===== config.mk =====
export PLATFORM = sky130hd
export DESIGN_NAME = ssib_front_flat
export DESIGN_NICKNAME = d
export VERILOG_FILES = /design/src/hdl/ssib_pkg.sv /design/src/hdl/ssib_req_if.sv /design/src/hdl/ssib_front.sv /design/src/flat_wrapper.sv
export SDC_FILE = /design/constraint.sdc
export NUM_CORES = 1
export LEC_CHECK = 0
export ABC_AREA = 1
export BUFFER_PORTS_ARGS = -buffer_cell sky130_fd_sc_hd__buf_2
export CAP_MARGIN = 25
export CORE_UTILIZATION = 55
export DETAILED_ROUTE_END_ITERATION = 12
export PLACE_DENSITY = 0.87
export SKIP_LAST_GASP = 1
export SYNTH_ARGS = -nofsm -noshare
export SYNTH_HDL_FRONTEND = slang
export SYNTH_SLANG_ARGS = --single-unit

===== constraint.sdc =====
create_clock -name clk -period 3 [get_ports clk]
set_input_delay 0.15 -clock clk [delete_from_list [all_inputs] [get_ports clk]]
set_output_delay 0.15 -clock clk [all_outputs]
set_load 0.01 [all_outputs]

===== src/hdl/ssib_pkg.sv =====
// Shared constants, codes and types of the string stack block.
// Used by every other file of the block but ssib_ram; depends on nothing.
package ssib_pkg;

    // Sizing of the byte store and of the records kept in it
    localparam int BUF_BYTES  = 4096;
    localparam int LINK_BYTES = 2;
    localparam int MAX_LEN    = 63;

    // Derived widths
    localparam int ADDR_W     = $clog2(BUF_BYTES);
    localparam int PTR_W      = ADDR_W + 1;
    localparam int SIZE_W     = 13;
    localparam int CALC_W     = ((SIZE_W > PTR_W) ? SIZE_W : PTR_W) + 1;
    localparam int LEN_W      = $clog2(MAX_LEN + 1);
    localparam int LINK_CNT_W = $clog2(LINK_BYTES + 1);
    localparam int CHAR_W     = 8;
    localparam int CMD_W      = 2;
    localparam int STATUS_W   = 2;

    localparam logic [SIZE_W-1:0] SIZE_RESET = SIZE_W'(4096);

    // Request queue between front and back
    localparam int QDEPTH  = 4;
    localparam int QPTR_W  = $clog2(QDEPTH);
    localparam int QCNT_W  = $clog2(QDEPTH + 1);

    // Command codes on the request channel
    localparam logic [CMD_W-1:0] CMD_PUSH  = 2'd0;
    localparam logic [CMD_W-1:0] CMD_POP   = 2'd1;
    localparam logic [CMD_W-1:0] CMD_CLEAR = 2'd2;

    // Status codes on the result channel
    localparam logic [STATUS_W-1:0] STATUS_OK       = 2'd0;
    localparam logic [STATUS_W-1:0] STATUS_OVERFLOW = 2'd1;
    localparam logic [STATUS_W-1:0] STATUS_EMPTY    = 2'd2;

    // Classified operation handed from front to back
    typedef enum logic [1:0] {
        OP_PUSH_CHAR,
        OP_PUSH_END,
        OP_POP,
        OP_CLEAR
    } op_kind_t;

    typedef struct packed {
        op_kind_t          kind;
        logic [CHAR_W-1:0] ch;
    } op_t;

    typedef struct packed {
        logic valid;
        op_t  op;
    } head_t;

    // Back-end sequencer states
    typedef enum logic [7:0] {
        ST_IDLE      = 8'b0000_0001,
        ST_PUSH_LINK = 8'b0000_0010,
        ST_RESULT    = 8'b0000_0100,
        ST_POP_RD    = 8'b0000_1000,
        ST_POP_CHK   = 8'b0001_0000,
        ST_POP_TERM  = 8'b0010_0000,
        ST_LINK_RD   = 8'b0100_0000,
        ST_LINK_CHK  = 8'b1000_0000
    } state_t;

endpackage


===== src/hdl/ssib_req_if.sv =====
// Request channel: valid/ready handshake carrying a command and a character.
// Depends on ssib_pkg for field widths.
interface ssib_req_if;
    logic                          valid;
    logic                          ready;
    logic [ssib_pkg::CMD_W-1:0]    cmd;
    logic [ssib_pkg::CHAR_W-1:0]   char_in;

    modport source (output valid, output cmd, output char_in, input ready);
    modport sink   (input valid, input cmd, input char_in, output ready);
endinterface


===== src/hdl/ssib_front.sv =====
// Front end: accepts requests, classifies them and queues them for the back end.
// Depends on ssib_pkg and ssib_req_if.
module ssib_front (
    input  logic               clk,
    input  logic               rst_n,
    ssib_req_if.sink           requests,
    output ssib_pkg::head_t    head,
    input  logic               q_pop
);
    import ssib_pkg::*;

    op_t               q_mem [QDEPTH];
    logic [QPTR_W-1:0] wr_ptr_reg, wr_ptr_next;
    logic [QPTR_W-1:0] rd_ptr_reg, rd_ptr_next;
    logic [QCNT_W-1:0] count_reg, count_next;
    op_t               op_new;
    logic              keep;
    logic              q_push;
    logic              do_pop;

    // Classify the incoming request; the unused command code is dropped
    always_comb
    begin
        keep         = requests.cmd inside {CMD_PUSH, CMD_POP, CMD_CLEAR};
        op_new.ch    = requests.char_in;
        op_new.kind  = OP_CLEAR;
        case (requests.cmd)
            CMD_PUSH:  op_new.kind = (requests.char_in == '0) ? OP_PUSH_END : OP_PUSH_CHAR;
            CMD_POP:   op_new.kind = OP_POP;
            CMD_CLEAR: op_new.kind = OP_CLEAR;
            default:   op_new.kind = OP_CLEAR;
        endcase
    end

    assign requests.ready = (count_reg != QCNT_W'(QDEPTH));
    assign q_push         = requests.valid && requests.ready && keep;
    assign do_pop         = q_pop && (count_reg != '0);

    // Advance queue pointers and fill count
    always_comb
    begin
        wr_ptr_next = q_push ? wr_ptr_reg + 1'b1 : wr_ptr_reg;
        rd_ptr_next = do_pop ? rd_ptr_reg + 1'b1 : rd_ptr_reg;
        count_next  = count_reg + QCNT_W'(q_push) - QCNT_W'(do_pop);
    end

    always_ff @(posedge clk or negedge rst_n)
    begin
        if (!rst_n)
        begin
            wr_ptr_reg <= '0;
            rd_ptr_reg <= '0;
            count_reg  <= '0;
        end
        else
        begin
            wr_ptr_reg <= wr_ptr_next;
            rd_ptr_reg <= rd_ptr_next;
            count_reg  <= count_next;
        end
    end

    // Queue storage
    always_ff @(posedge clk)
    begin
        if (q_push)
        begin
            q_mem[wr_ptr_reg] <= op_new;
        end
    end

    assign head.valid = (count_reg != '0);
    assign head.op    = q_mem[rd_ptr_reg];

endmodule


===== src/flat_wrapper.sv =====
// flat-port wrapper written by rule: the top's interface ports become plain ports
module ssib_front_flat import ssib_pkg::*;
  (clk, rst_n, head, q_pop, requests_valid, requests_cmd, requests_char_in, requests_ready);
  ssib_req_if requests_i ();
  input  logic clk;
  input  logic rst_n;
  output ssib_pkg::head_t head;
  input  logic q_pop;
  input wire logic [$bits(requests_i.valid)-1:0] requests_valid;
  input wire logic [$bits(requests_i.cmd)-1:0] requests_cmd;
  input wire logic [$bits(requests_i.char_in)-1:0] requests_char_in;
  output wire logic [$bits(requests_i.ready)-1:0] requests_ready;
  assign requests_i.valid = requests_valid;
  assign requests_i.cmd = requests_cmd;
  assign requests_i.char_in = requests_char_in;
  assign requests_ready = requests_i.ready;
  ssib_front u_core (.clk(clk), .rst_n(rst_n), .requests(requests_i), .head(head), .q_pop(q_pop));
endmodule

After elaboration in Yosys (flattened, before gate mapping) --
Memories as Yosys holds them, arrays and structs flattened. Cells that the tools add are included. Widths: inputs -> output; s select.
Word-level totals: bits in registers 7, latch bits 0, RAM bits 40, ROM bits 0, bits of input ports 14, memories 1
Operators by class: add/sub/neg operators 4, $mul 0, div/mod/pow operators 0, order comparisons 0, equality and inequality tests 3, shift operators 0, mux-type cells 4, bitwise operators 0, reduce and logical (&&, ||, !) cells 7
Memory list:
- u_core.q_mem | words 4, bits a word 10, rd ports 1, clocked after memory_dff 0, write ports 1, line ssib_front.sv:12 | op_t q_mem [QDEPTH];
Operator list (count):
- $logic_not 8->1 | 1
- $reduce_bool 3->1 | 2
- $add 2x1->2 const B | 2
- $pmux 2 s2 | 1
- $add 3x1->3 | 1
- $logic_and 1x1->1 | 3
- $mux 1 | 3
- $ne 3x3->1 const B | 1
- $sub 3x1->3 | 1
- $eq 2x1->1 const B | 1
- $eq 2x2->1 const B | 1
- $logic_not 2->1 | 1

Depth between registers and ports, before layout --
Gate-level depths: netlist (run 1).
depth after elaboration 5, mapped depth 9, gate-level depth less buffers 9

Worst setup path after synthesis (run 1) --
OpenSTA, ideal clock, no wires.
kind flip-flop to flip-flop, start register u_core.count_reg[1], end register u_core.count_reg[2], setup time 0.122 ns, arrival 1.697 ns, data required time 2.878 ns, path slack 1.180 ns, cell stages (with the launch flop) 10, period minus slack after synthesis 1.820 ns, cell sequence dfrtp_1 -> inv_2 -> nand3_2 -> nand2_1 -> inv_1 -> ha_1 -> inv_1 -> ha_1 -> fa_1 -> xnor2_1
RTL lines:
- start, declared | line ssib_front.sv:15 | logic [QCNT_W-1:0] count_reg, count_next;
- start signal, assigned | line ssib_front.sv:59 | count_reg <= count_next;

==> results of run 1 <==
==> layout by cell type, fill, tap and decap left out <==
cell	count
a21oi_1	1
buf_2	25
buf_4	1
clkbuf_8	5
clkinv_2	3
dfrtp_1	7
dlygate4sd3_1	1
edfxtp_1	40
fa_1	1
ha_1	6
inv_1	25
inv_2	2
nand2_1	35
nand2_2	1
nand3_1	4
nand3_2	2
nand3b_1	1
nor2_1	28
nor2_2	1
o211ai_1	10
o21ai_0	10
o21bai_1	1
xnor2_1	1
==> power breakdown <==
| part | total [mW] | switching, mW | internal (mW) |
|---|---|---|---|
| Combinational | 0.710 | 0.443 | 0.267 |
| Sequential | 0.961 | 0.114 | 0.847 |
| Clock | 0.353 | 0.194 | 0.159 |
| Total | 2.02 | 0.751 | 1.27 |
==> layout make-up <==
cell class / instances / area share [%]
Inverter: 27 / 4.41
Timing Repair Buffer: 27 / 6.20
Clock buffer: 5 / 2.99
Sequential cell: 47 / 59.8
Tap cell: 46 / 2.50
Clock inverter: 3 / 0.653
Multi-Input combinational cell: 102 / 23.4
==> worst paths after layout <==
kind | start | endpoint | slack, ns
worst max-delay path | u_core.rd_ptr_reg[0] | head[2] | 1.03
worst min-delay path | requests_char_in[0] | u_core.q_mem[3][0] | 0.09
worst max register to register | u_core.count_reg[0] | u_core.count_reg[2] | 1.06
worst min register to register | u_core.wr_ptr_reg[0] | u_core.wr_ptr_reg[0] | 0.55
max in group asynchronous | rst_n | u_core.rd_ptr_reg[0] | 2.64
min in group asynchronous | rst_n | u_core.count_reg[2] | 0.20
==> worst max-delay path, stage by stage, from the launching register on <==
cell and delay (ns):
dfrtp_1 0.64, inv_2 0.33, nor2_1 0.17, nor2_1 0.05, o21ai_0 0.10, nand2_1 0.08, buf_2 0.14
==> cell families (layout without fill, tap and decap cells) <==
logic type	Yosys count	count (layout)	share of synthesized area, %
AOI/OAI and AO/OA	22	22	6.66
and+or+nand+nor	72	72	14.3
DFF	47	47	66.6
xor gates and xnor gates	1	1	0.424
buffers and inverters	33	62	7.39
adders and majority gates	7	7	4.60
==> metal layers <==
layer	track usage (%)	share of wire (%)	up-vias
met5	0	0	-
met3	3.99	5.9	7
met1	22.0	41	603
met2	32.5	50	40
li1	-	-	656
met4	12.2	2.7	0
==> repair_timing <==
item	4_1_cts	5_1_grt
gates resized for setup	0	0
endpoints found under the setup margin	0	0
endpoints found under the hold margin	7	0
hold buffers	1	0
==> per-stage QoR <==
step                setup slack [ns]  power, mW  cells  hold WS (ns)  instance area, µm²
finish                          1.03       2.02    257        0.0861                2300
global route                   0.798       2.19    257        0.0716                2300
detailed placement              1.11       1.68    248      -0.00680                2210
floorplan                       1.18       1.49    182        -0.146                2070
global placement                1.20       1.65    248      -0.00766                2210
CTS                             1.01       2.04    257        0.0744                2300
==> flow_summary_export.csv, run 1 <==
group,metric,value,unit
yosys,ys.warnings.count,0,
routing,drt_wl_total,3.31,mm
die,io_pins,26,
yosys,netlist_top_cells_count,"edfxtp_1, nand2_1, nor2_1",
yosys,syn_area_per_cell,11.4,µm²
timing,period_needed,1.97,ns
clocking,cts_sinks,47,
timing,max_slew_margin,36.4,%
setup_path,worstPathArrival,1.82,ns
die,rows,21,
layout,finalNetCount,231,
layout,fin_util,66.3,%
grt,grt_pass1_wl,5.46,mm
power,max-vdd-ir-drop,0.363,mV
routing,wl_per_cell,12.9,µm
min_path,hold_path.class,"in2reg",
clocking,cts_buffers,5,
timing,fmax,508,MHz
place,gp_congestion,0.794,
setup_path,timing_worst_setup_path_type,"reg2out",
die,die_w,63.3,µm
routing,ant_nets,0,
timing,clock_skew,0.00622,ns
yosys,synth_flop_cell,"edfxtp_1",
yosys,yosysTopAreaCellShare,58.1,%
die,initial_core_util,59.6,%
routing,vias,1306,
layout,diodes,0,
clocking,root_buffer,"clkbuf_8",
setup_path,cp.required,2.85,ns
clocking,worstSkewPairLatency,0.30,ns
power,powerDensity,880,nW/µm²
layout,regArea,1380,µm²
setup_path,reg2reg_depth,9,
clocking,clk_path_buf_depth,2,
clocking,cts_setup_buffers,0,
grt,grt_antenna_before_repair,0,
timing,rsz0062_at_grt,"no",
layout,layout-drive-gt1-share,19.0,%
grt,grt_overflow_total,0,
yosys,syn_area,2070,µm²
place,io_buffers,25,
setup_path,start_kind,"flip-flop",
layout,fill_cells,264,
routing,drcViolationCount,0,
timing,setup_viol,0,
die,fp.dieH,63.3,µm
yosys,ys_top_cells_by_area,"edfxtp_1, dfrtp_1, nand2_1",
setup_path,cp_max_fo,31,
place,place_hpwl,2.10,mm
timing,fin_crit_sh,65.7,%
layout,syn_to_final_growth,11.3,%
yosys,yosysSeqAreaShare,66.6,%
routing,drtPass1Iterations,4,
timing,fin_tns_setup,0,ns
yosys,synth_most_common_cell,"edfxtp_1",
clocking,cts_max_level,2,
routing,via_per_inst,5.08,
grt,grt_max_degree,32,
yosys,synth_top_area_cell,"edfxtp_1",
routing,drt_iter0_markers,52,
min_path,min_path_cells,1,
clocking,cts_tree,"built",
status,status,"finished, final reports clean",
yosys,syn_nets,203,
clocking,clk_pin_slew,0.08,ns
power,p_leak,0.984,nW
timing,tightest_slew,0.950,ns
setup_path,end_kind,"primary output",
yosys,async_flop_share,14.9,%
layout,multiInputGateArea,538,µm²
yosys,synth.distinct_cells,21,
grt,grt_pass1_vias,1200,
timing,timing.final.hold_violations,0,
run,cap_viol_max_count,0,
layout,largest_reg_flops,40,
yosys,synth_edf_count,40,
die,dieArea,4010,µm²
grt,grt_usage,19.2,%
yosys,syn_inst,182,
die,core_area,3470,µm²
timing,slew_viol_final,0,
yosys,synth_seq_cells,47,
(Power assumes the default switching activity.)
==> inputs of run 2 (changes only) <==
--- a/config.mk
+++ b/config.mk
@@ -8,9 +8,9 @@
 export ABC_AREA = 1
 export BUFFER_PORTS_ARGS = -buffer_cell sky130_fd_sc_hd__buf_2
 export CAP_MARGIN = 25
-export CORE_UTILIZATION = 55
+export CORE_UTILIZATION = 51
 export DETAILED_ROUTE_END_ITERATION = 12
-export PLACE_DENSITY = 0.87
+export PLACE_DENSITY = 0.85
 export SKIP_LAST_GASP = 1
 export SYNTH_ARGS = -nofsm -noshare
 export SYNTH_HDL_FRONTEND = slang
==> constraint.sdc (replaced) <==
create_clock -name clk -period 1.8 [get_ports clk]
set_input_delay 0.09 -clock clk [delete_from_list [all_inputs] [get_ports clk]]
set_output_delay 0.09 -clock clk [all_outputs]
set_load 0.01 [all_outputs]
==> run 2 against run 1 <==
Against the previous run: non-clock buffer count increased by 10; largest power group unchanged; count of clock-buffer cells in the layout unchanged; wire length up 2.5%; global-route usage is 0.90 points lower; die area is 7.6% higher; critical path type is now reg2reg; sequential share of layout area is 2.5 points lower; via count decreased by 2.1%; combinational power grew 100%.
==> flow_summary_export.csv, run 2 (synthesis gave the netlist of run 1 again) <==
group,metric,value,unit
status,status,"finished, final reports clean",
routing,via_per_inst,4.75,
clocking,worstSkewPairLatency,0.30,ns
layout,mostFrequentLayoutCells,"edfxtp_1, nand2_1, nor2_1, buf_2, inv_1",
clocking,cts_max_level,2,
clocking,cts_buffers,5,
timing,period_needed,1.72,ns
layout,largest_reg_flops,40,
setup_path,cp_max_fo,2,
setup_path,cp.required,1.98,ns
setup_path,start_kind,"flip-flop",
routing,drt_iter0_markers,48,
setup_path,worstPathArrival,1.90,ns
timing,slew_viol_final,0,
run,cap_viol_max_count,0,
grt,grt_pass1_wl,5.55,mm
routing,vias,1278,
grt,grt_antenna_before_repair,0,
timing,setup_viol,0,
die,die_w,65.7,µm
power,max-vdd-ir-drop,0.871,mV
routing,drtPass1Iterations,4,
timing,fin_crit_sh,95.5,%
layout,layout_commonest_cell,"edfxtp_1",
routing,wl_met2,1.65,mm
die,rows,22,
setup_path,end_kind,"flip-flop",
layout,diodes,0,
clocking,clk_path_buf_depth,2,
routing,top_layer,"met4",
layout,syn_to_final_growth,16.1,%
setup_path,timing_worst_setup_path_type,"reg2reg",
clocking,clk_pin_slew,0.09,ns
grt,grt_overflow_total,0,
grt,grt_usage,18.3,%
place,place_hpwl,2.24,mm
layout,final_area,2400,µm²
min_path,hold_path.class,"in2reg",
die,io_pins,26,
clocking,root_buffer,"clkbuf_8",
routing,drt_wl_total,3.39,mm
power,p_leak,1.03,nW
routing,drcViolationCount,0,
die,initial_core_util,54.8,%
clocking,cts_sinks,47,
timing,fmax,582,MHz
routing,wl_per_cell,12.6,µm
place,gp_congestion,0.730,
routing,ant_nets,0,
timing,timing.final.hold_violations,0,
layout,fin_util,63.6,%
timing,tightest_slew,0.515,ns
layout,layout-drive-gt1-share,24.0,%
routing,wl_met3,153,µm
layout,finalNetCount,241,
timing,fin_tns_setup,0,ns
die,dieArea,4310,µm²
place,io_buffers,25,
power,p_total,3.56,mW
grt,grt_max_degree,32,
grt,grt_pass1_vias,1214,
timing,max_slew_margin,65.6,%
die,fp.dieH,65.7,µm
power,powerDensity,1480,nW/µm²
routing,met1_length,1.51,mm
place,placed_cell_area,2280,µm²
timing,rsz0062_at_grt,"no",
clocking,cts_tree,"built",
timing,clock_skew,0.00745,ns
die,core_area,3770,µm²
run 2: cell count changes in the layout (fill, tap and decap cells not counted):
cell,delta
nand3_2,-1
nand3_4,+1
clkinv_2,-2
ha_2,+1
inv_1,-2
inv_2,+2
fa_1,-1
ha_1,-1
buf_4,+9
inv_6,+1
fa_2,+1
dlygate4sd3_1,+1
clkinv_4,+1
run 2: power by group:
| group | internal [mW] | leakage (nW) | switching, mW |
|---|---|---|---|
| combinational | 0.555 | 0.534 | 0.881 |
| sequential | 1.41 | 0.447 | 0.0788 |
| clock | 0.278 | 0.0485 | 0.356 |
| total | 2.24 | 1.03 | 1.32 |
run 2: routing by layer:
layer	up-vias	track usage, %
met5	-	0
met4	0	9.24
met3	7	5.90
met2	28	29.2
met1	569	22.0
li1	674	-
run 2: critical path: stages (launching register included):
cell     delay (ns)
dfrtp_1        0.40
inv_2          0.09
nand3_4        0.06
nand2_1        0.08
inv_1          0.05
ha_1           0.29
inv_1          0.06
ha_2           0.17
fa_2           0.42
run 2: through the flow:
stage / instances / hold slack (ns) / setup WS [ns]
after floorplan: 182 / -0.206 / 0.0150
after detailed placement: 259 / -0.0665 / -0.0164
after CTS: 268 / 0.000793 / 0.00551
after global placement: 259 / -0.0689 / 0.0627
final: 269 / 0.00706 / 0.0812
after global routing: 269 / 0.00437 / 0.00479
run 2: area by class of cell:
cell class,count,area (µm²)
timing repair buffer,37,220
inverter,27,101
sequential,47,1380
clock inverter,3,22.5
multi-input combinational,102,551
tap,48,60.1
clock buffer,5,68.8
fill,269,1370
run 2: repair_timing:
action,CTS,global route
hold buffers,1,1
buffers inserted,0,0
hold endpoints to repair,7,2
setup endpoints to repair,1,2
gates resized for setup,1,3
run 2: worst paths after layout:
kind / start / to / slack (ns) / depth (start not counted)
worst min-delay path: requests_char_in[7] / u_core.q_mem[3][7] / 0.007 / 1
min in group asynchronous: rst_n / u_core.count_reg[0] / 0.14 / 2
worst min register to register: u_core.wr_ptr_reg[1] / u_core.wr_ptr_reg[1] / 0.56 / 2
worst max register to register: u_core.count_reg[2] / u_core.count_reg[1] / 0.08 / 8
worst max-delay path: u_core.count_reg[2] / u_core.count_reg[1] / 0.08 / 8
max in group asynchronous: rst_n / u_core.rd_ptr_reg[0] / 1.49 / 2
